`src/eeprom_page_write_sequencer_core_assert.svh`:
```
// ----------------------------------------------------------------------------
// EEPROM page-write sequencer assertion macros
// Shared concurrent assertion wrappers, clocked on clk_i, reset on rst_ni.
// ----------------------------------------------------------------------------
`ifndef EEPROM_PAGE_WRITE_SEQUENCER_CORE_ASSERT_SVH
`define EEPROM_PAGE_WRITE_SEQUENCER_CORE_ASSERT_SVH

// Checked only outside reset
`define EPWS_ASSERT(name, prop, msg) \
  name: assert property (@(posedge clk_i) disable iff (!rst_ni) (prop)) else $error(msg);

// Checked at every edge, reset included
`define EPWS_ASSERT_ALWAYS(name, prop, msg) \
  name: assert property (@(posedge clk_i) (prop)) else $error(msg);

`endif

```
`src/epws_pkg.sv`:
```
// ----------------------------------------------------------------------------
// EEPROM page-write sequencer package
// Item types, codes and page geometry shared by the sequencer modules.
// ----------------------------------------------------------------------------
package epws_pkg;

  // Page geometry (power of two)
  localparam int PageBytes = 64;
  localparam int OffW      = $clog2(PageBytes);
  localparam int ChunkW    = $clog2(PageBytes + 1);

  localparam logic [15:0] MaxWriteAddr = 16'h7FFF;
  localparam logic [7:0]  DevCmd       = 8'hA0;

  typedef enum logic [2:0] {
    FUNC_READ    = 3'd0,
    FUNC_WRITE   = 3'd1,
    FUNC_DONE    = 3'd2,
    FUNC_TICK    = 3'd3,
    FUNC_REFUSED = 3'd4
  } func_e;

  typedef enum logic [1:0] {
    CMD_NONE  = 2'd0,
    CMD_READ  = 2'd1,
    CMD_WRITE = 2'd2,
    CMD_POLL  = 2'd3
  } cmd_e;

  typedef struct packed {
    logic [2:0]  func;
    logic [2:0]  chip_select;
    logic [15:0] mem_address;
    logic [15:0] length;
    logic        want_notify;
    logic        trx_ok;
  } in_item_t;

  typedef struct packed {
    logic        accepted;
    logic [1:0]  issue;
    logic [7:0]  device_byte;
    logic [15:0] trx_address;
    logic [15:0] trx_count;
    logic [15:0] buffer_offset;
    logic        notify;
    logic        notify_ok;
    logic [2:0]  ctrl_state;
  } out_item_t;

  // Chunk planner result
  typedef struct packed {
    logic              empty;
    logic [ChunkW-1:0] size;
  } chunk_t;

endpackage

```
`src/epws_chunk.sv`:
```
// ----------------------------------------------------------------------------
// EEPROM page-write chunk planner
// Sizes the next write chunk: at most one page, never across a page boundary.
// ----------------------------------------------------------------------------
module epws_chunk import epws_pkg::*; (
  input  logic [15:0] bytes_left_i,
  input  logic [15:0] address_i,
  output chunk_t      chunk_o
);

  logic [ChunkW-1:0] full_n;
  logic [ChunkW-1:0] room;

  // Clamp remaining bytes to one page
  assign full_n = (bytes_left_i > 16'(PageBytes)) ? ChunkW'(PageBytes)
                                                  : bytes_left_i[ChunkW-1:0];

  // Bytes left before the page boundary
  assign room = ChunkW'(PageBytes) - ChunkW'(address_i[OffW-1:0]);

  assign chunk_o.empty = (bytes_left_i == 16'd0);
  assign chunk_o.size  = (full_n > room) ? room : full_n;

endmodule

```
`src/eeprom_page_write_sequencer_core.sv`:
```
// ----------------------------------------------------------------------------
// EEPROM page-write sequencer core
// Command sequencer for a serial EEPROM with page-split writes and ack polling.
// ----------------------------------------------------------------------------
// Each accepted event item (read/write request, transaction done, service
// tick, bus refused) updates the controller state in the cycle it is taken
// and produces exactly one result item, which appears in the output register
// on the next cycle. One item is taken per clock; throughput is one item per
// cycle, limited only by the single output register: the input stalls only
// while a result is held there under output stall. Writes are cut into
// chunks of at most one page that stay within a page; after each chunk but the
// last, the device is polled on every tick until it acknowledges.
module eeprom_page_write_sequencer_core import epws_pkg::*; (
  input  logic      clk_i,
  input  logic      rst_ni,
  input  logic      in_valid_i,
  output logic      in_stall_o,
  input  in_item_t  in_item_i,
  output logic      out_valid_o,
  input  logic      out_stall_i,
  output out_item_t out_item_o
);

  typedef enum logic [2:0] {
    MODE_STOPPED = 3'd0,
    MODE_READING = 3'd1,
    MODE_WRITING = 3'd2,
    MODE_WAITING = 3'd3,
    MODE_FAILED  = 3'd4
  } mode_e;

  mode_e             mode_q, mode_d;
  logic [15:0]       addr_q, addr_d;
  logic [15:0]       left_q, left_d;
  logic [15:0]       offset_q, offset_d;
  logic [2:0]        chip_q, chip_d;
  logic [ChunkW-1:0] last_q, last_d;
  logic              pend_q, pend_d;
  logic              out_valid_q, out_valid_d;
  out_item_t         out_item_q, res;

  logic        accept;
  logic        do_chunk, fin, fin_ok, use_req;
  logic [15:0] src_left, src_addr, src_off;
  logic [2:0]  src_chip;
  logic        src_pend;
  chunk_t      chunk;

  // Handshake: output register frees up when empty or being taken
  assign in_stall_o  = out_valid_q & out_stall_i;
  assign accept      = in_valid_i & ~in_stall_o;
  assign out_valid_d = accept | (out_valid_q & out_stall_i);
  assign out_valid_o = out_valid_q;
  assign out_item_o  = out_item_q;

  // Chunk source: the new request or the saved write progress
  assign src_left = use_req ? in_item_i.length      : left_q;
  assign src_addr = use_req ? in_item_i.mem_address : addr_q;
  assign src_off  = use_req ? 16'd0                 : offset_q;
  assign src_chip = use_req ? in_item_i.chip_select : chip_q;
  assign src_pend = use_req ? in_item_i.want_notify : pend_q;

  epws_chunk u_chunk (
    .bytes_left_i (src_left),
    .address_i    (src_addr),
    .chunk_o      (chunk)
  );

  // Event decode and next state
  always_comb begin
    mode_d   = mode_q;
    addr_d   = addr_q;
    left_d   = left_q;
    offset_d = offset_q;
    chip_d   = chip_q;
    last_d   = last_q;
    pend_d   = pend_q;
    res      = '0;
    do_chunk = 1'b0;
    fin      = 1'b0;
    fin_ok   = 1'b0;
    use_req  = 1'b0;

    unique case (in_item_i.func)
      FUNC_READ: begin
        if (mode_q == MODE_STOPPED) begin
          res.accepted    = 1'b1;
          mode_d          = MODE_READING;
          chip_d          = in_item_i.chip_select;
          pend_d          = in_item_i.want_notify;
          res.issue       = CMD_READ;
          res.device_byte = DevCmd | {5'd0, in_item_i.chip_select};
          res.trx_address = in_item_i.mem_address;
          res.trx_count   = in_item_i.length;
        end
      end
      FUNC_WRITE: begin
        if (mode_q == MODE_STOPPED && in_item_i.mem_address <= MaxWriteAddr) begin
          res.accepted = 1'b1;
          use_req      = 1'b1;
          do_chunk     = 1'b1;
          chip_d       = in_item_i.chip_select;
          addr_d       = in_item_i.mem_address;
          left_d       = in_item_i.length;
          offset_d     = 16'd0;
          pend_d       = in_item_i.want_notify;
        end
      end
      FUNC_DONE: begin
        if (mode_q != MODE_STOPPED) begin
          if (!in_item_i.trx_ok) begin
            // failed poll keeps waiting; anything else fails
            if (mode_q != MODE_WAITING) begin
              mode_d = MODE_FAILED;
              fin    = 1'b1;
            end
          end else begin
            unique case (mode_q)
              MODE_READING: begin
                mode_d = MODE_STOPPED;
                fin    = 1'b1;
                fin_ok = 1'b1;
              end
              MODE_WRITING: begin
                mode_d   = MODE_WAITING;
                do_chunk = (left_q == 16'd0);
              end
              MODE_WAITING: do_chunk = 1'b1;
              MODE_FAILED:  mode_d = MODE_STOPPED;
              default:      mode_d = MODE_FAILED;
            endcase
          end
        end
      end
      FUNC_TICK: begin
        if (mode_q == MODE_WAITING || mode_q == MODE_FAILED) begin
          res.issue       = CMD_POLL;
          res.device_byte = DevCmd | {5'd0, chip_q};
        end
      end
      FUNC_REFUSED: begin
        if (mode_q == MODE_READING) begin
          mode_d = MODE_STOPPED;
          fin    = 1'b1;
        end else if (mode_q == MODE_WRITING) begin
          // roll back the chunk the bus did not take
          left_d   = left_q + 16'(last_q);
          addr_d   = addr_q - 16'(last_q);
          offset_d = offset_q - 16'(last_q);
          mode_d   = MODE_FAILED;
          fin      = 1'b1;
        end
      end
      default: ;
    endcase

    // Issue next chunk or complete the write
    if (do_chunk) begin
      if (chunk.empty) begin
        mode_d = MODE_STOPPED;
        fin    = 1'b1;
        fin_ok = 1'b1;
      end else begin
        mode_d            = MODE_WRITING;
        res.issue         = CMD_WRITE;
        res.device_byte   = DevCmd | {5'd0, src_chip};
        res.trx_address   = src_addr;
        res.trx_count     = 16'(chunk.size);
        res.buffer_offset = src_off;
        last_d            = chunk.size;
        left_d            = src_left - 16'(chunk.size);
        addr_d            = src_addr + 16'(chunk.size);
        offset_d          = src_off + 16'(chunk.size);
      end
    end

    // Completion notice
    if (fin) begin
      if (src_pend) begin
        res.notify    = 1'b1;
        res.notify_ok = fin_ok;
      end
      pend_d = 1'b0;
    end

    res.ctrl_state = mode_d;
  end

  // State and output register
  always_ff @(posedge clk_i or negedge rst_ni) begin
    if (!rst_ni) begin
      mode_q      <= MODE_STOPPED;
      addr_q      <= '0;
      left_q      <= '0;
      offset_q    <= '0;
      chip_q      <= '0;
      last_q      <= '0;
      pend_q      <= 1'b0;
      out_valid_q <= 1'b0;
    end else begin
      out_valid_q <= out_valid_d;
      if (accept) begin
        mode_q     <= mode_d;
        addr_q     <= addr_d;
        left_q     <= left_d;
        offset_q   <= offset_d;
        chip_q     <= chip_d;
        last_q     <= last_d;
        pend_q     <= pend_d;
        out_item_q <= res;
      end
    end
  end

`include "eeprom_page_write_sequencer_core_assert.svh"

  `EPWS_ASSERT_ALWAYS(a_stall_needs_result, !in_stall_o || out_valid_q, "stall without held result")
  `EPWS_ASSERT(a_chunk_size, !(out_valid_q && out_item_q.issue == CMD_WRITE) || (out_item_q.trx_count != 16'd0 && out_item_q.trx_count <= 16'(PageBytes)), "write chunk size out of range")
  `EPWS_ASSERT(a_poll_fields, !(out_valid_q && out_item_q.issue == CMD_POLL) || (out_item_q.trx_count == 16'd0 && out_item_q.trx_address == 16'd0), "poll carries address or count")
  `EPWS_ASSERT(a_notify_ok, !(out_valid_q && !out_item_q.notify) || !out_item_q.notify_ok, "notify_ok without notify")
  `EPWS_ASSERT(a_waiting_after_write, (accept && mode_q == MODE_WRITING && in_item_i.func == FUNC_DONE && in_item_i.trx_ok && left_q != 16'd0) |=> (mode_q == MODE_WAITING), "acked chunk did not enter polling")

endmodule

```
`config.mk`:
```
export PLATFORM = sky130hd
export DESIGN_NAME = eeprom_page_write_sequencer_core
export DESIGN_NICKNAME = d
export VERILOG_FILES = /design/src/epws_pkg.sv /design/src/epws_chunk.sv /design/src/eeprom_page_write_sequencer_core.sv
export VERILOG_INCLUDE_DIRS = /design/src /design/src/src
export SDC_FILE = /design/constraint.sdc
export NUM_CORES = 1
export LEC_CHECK = 0
export CAP_MARGIN = 20
export CORE_ASPECT_RATIO = 0.6
export CORE_UTILIZATION = 41
export CTS_CLUSTER_DIAMETER = 30
export DETAILED_ROUTE_END_ITERATION = 16
export DONT_BUFFER_PORTS = 1
export PLACE_DENSITY_LB_ADDON = 0.08
export REMOVE_ABC_BUFFERS = 1
export SETUP_SLACK_MARGIN = 0.2
export SLEW_MARGIN = 20
export SYNTH_ARGS = -nofsm -noshare
export SYNTH_HDL_FRONTEND = slang
export SYNTH_SLANG_ARGS = --single-unit
```
`constraint.sdc`:
```
create_clock -name clk_i -period 10.6 [get_ports clk_i]
set_input_delay 2.12 -clock clk_i [delete_from_list [all_inputs] [get_ports clk_i]]
set_output_delay 2.12 -clock clk_i [all_outputs]
set_load 0.05 [all_outputs]
```
==> out/results.ini <==
[outcome]
status=completed

[placed_design]
portBuffers=0
gp_congestion=0.954
dp_hpwl_um=23600

[yosys]
yosysSeqAreaShare_pct=34.4
synth_edf_count=60
syn_inst=1139
synth_area_leaders=edfxtp_1, dfrtp_1, ha_1
synth_top_cell_area_share_pct=18.4
syn_area_per_cell_um2=8.62
yosys_most_used_dff=dfrtp_1
yosys_register_bits=123
yosys_warnings=0
synth_top_cell_by_area=edfxtp_1
syn_area_um2=9810
synthArstFlopShare_pct=51.2
yosysUniqueCellTypes=86

[critical_path]
end_kind=register
cp_num_cells=23
cp_slowest_cell=nor3_1
worstReg2RegStart=mode_q[1]
worst_path_largest_cell_delay_ns=0.86
arrival_ns=8.86
timing.rr.end=offset_q[13]
path_max_fanout=50
critical_path_buf_inv_count=3
worstSetupStartpoint=in_item_i[33]
required_ns=10.95
crit_type=in2reg
crit_family=simple AND/OR/NAND/NOR gates
path_cells=nor4_4, buf_4, nand2_2, buf_4, a211oi_2, nor2_1, or2_2, ha_1, nor2b_1, o21ai_0, a21oi_1, a211oi_1, nor3_1, mux2i_1, inv_1, ha_1, a21o_1, a21o_1, a211oi_1, nor3_1, nand2_1, or4_1, o211ai_1
endpoint=offset_q[13]
start_kind=primary input
rr_worst_depth=23
r2r_slack_ns=2.96

[clocking]
clk_latency_ns=0.43
numClockSinks=123
cts_setup_buffers=0
cts_buffers=17
clkTransAtPathRegs_ns=0.06
root_buffer=clkbuf_16
htreeDepth=4
hold_buffers=0
tritoncts=built
max-clock-path-buffers=2
ctsResizeCount=0

[pwr]
power_density_nw_per_um2=310
static-leakage-power_nw=4.29
ir_drop_mv=0.124

[routing]
drc=0
antenna_left=0
firstDrtPassIters=5
routed_wl_um=33500
drtIter0Drc=991
wl_per_cell_um=23.5
vias=8987
via_per_inst=6.29

[timing]
finalSetupTns_ns=0
finClkSkew_ns=0.00933
worst_pin_slew_ns=1.11
drv_slew=0
min_period_ns=8.52
slew_headroom_pct=25.5
finalSetupViolCount=0
rsz0062_at_grt=no
timing.fmax_ghz=0.117
hold_viol=0
post-route-period-util_pct=80.3

[grt]
grt_pass1_wl_um=51600
grt_usage_pct=28.0
grt_overflow=0
grt_max_degree=65
antenna_found_initial=1
grt_pass1_vias=8316

[run]
cap_viol_max_count=0

[cells_and_area]
drive_gt1_share_pct=7.55
fin_util_pct=45.3
mostFrequentLayoutCell=nand2_1
layout_common_cells=nand2_1, nor2_1, o21ai_0
final_nets=1200
antenna-diode-count=0
synthToLayoutAreaGrowth_pct=7.61

[die]
core_um2=23300
ioPinCount=110
die_y_um=122
design.die.area_um2=24600
dieWidth_um=202
num_rows=43
start_util_pct=42.1

[min_path]
min_path_type=reg2reg

-- metal layers --
layer | GRT usage (%) | up-vias | share of wire, %
li1 | - | 4130 | -
met1 | 44.4 | 4376 | 51
met2 | 37.6 | 450 | 39
met3 | 5.83 | 31 | 8.5
met4 | 6.77 | 0 | 0.97
met5 | 0 | - | 0
-- report_power, final --
part | total, mW | internal [mW] | switching (mW)
Sequential | 0.840 | 0.607 | 0.233
Clock | 0.566 | 0.321 | 0.244
Combinational | 1.87 | 0.731 | 1.14
Total | 3.28 | 1.66 | 1.62
-- synth_stat cells (11+ instances only) --
cell type  count
a31oi_1       19
ha_1          50
nand2_1      105
dfrtp_1       63
xor2_1        21
mux2i_1       28
clkbuf_1      47
inv_1         56
and2_1        35
o21ai_0       88
nand3_1       25
nor4_1        15
or3_1         15
nor2_1        89
nor3_1        34
a22o_1        22
xnor2_1       25
a211oi_1      18
nand2b_1      11
edfxtp_1      60
a21oi_1       66
a21o_1        19
buf_2         16
o211ai_1      16
-- layout make-up --
cell class	instances	area, µm²
Clock buffer	17	425
Clock inverter	15	128
Fill cell	2249	12700
Inverter	57	214
Multi-Input combinational cell	888	5920
Sequential cell	123	3380
Tap cell	315	394
Timing Repair Buffer	13	97.6
-- per-stage QoR --
| step | instance area (µm²) | total power, mW | hold WS, ns | instances | setup slack, ns |
|---|---|---|---|---|---|
| final | 10600 | 3.28 | 0.485 | 1428 | 2.08 |
| after global routing | 10600 | 3.51 | 0.517 | 1428 | 1.63 |
| after CTS | 10600 | 3.24 | 0.484 | 1428 | 2.33 |
| after detailed placement | 10000 | 2.66 | 0.470 | 1396 | 1.91 |
| after global placement | 10000 | 2.65 | 0.467 | 1396 | 1.94 |
| after floorplan | 9500 | 2.15 | 0.447 | 1068 | 1.99 |
-- registers in the layout, indices dropped and copies added (netlist names) --
name,count
mode_q,3
out_item_o,60
left_q,16
offset_q,16
pend_q,1
addr_q,16
out_valid_o,1
last_q,7
chip_q,3
-- kinds of logic (layout without fill, tap and decap cells) --
family                   Yosys count  in the layout  share of synthesized area, %
AND/OR/NAND/NOR                  394            394                          20.5
AO/OA/AOI/OAI                    354            354                          24.2
buffers and inverters            130            102                          5.48
flip-flops                       123            123                          34.4
adder cells (fa/ha/maj)           56             56                          7.60
XOR/XNOR                          46             46                          4.11
multiplexers                      35             35                          3.68
other                              1              3                        0.0382
-- worst min-delay path by stage --
| stage | startpoint | endpoint | cells past startpoint |
|---|---|---|---|
| after floorplan | addr_q[15] | addr_q[15] | 1 |
| after global placement | offset_q[0] | offset_q[0] | 2 |
| after detailed placement | offset_q[0] | offset_q[0] | 2 |
| after CTS | offset_q[0] | offset_q[0] | 2 |
| after global routing | offset_q[0] | offset_q[0] | 2 |
| final | offset_q[0] | offset_q[0] | 2 |
-- worst reg2reg max path: stages (launching register included) --
cell	delay [ns]
dfrtp_1	0.69
nor4_4	0.37
buf_4	0.27
nand2_2	0.19
buf_4	0.35
a211oi_2	0.51
nor2_1	0.09
or2_2	0.34
ha_1	0.22
nor2b_1	0.11
o21ai_0	0.08
a21oi_1	0.19
a211oi_1	0.09
nor3_1	0.86
mux2i_1	0.62
inv_1	0.32
ha_1	0.36
a21o_1	0.10
a21o_1	0.15
a211oi_1	0.13
nor3_1	0.70
nand2_1	0.16
or4_1	0.49
o211ai_1	0.18
Note: power is estimated with default switching activity, not from simulation.
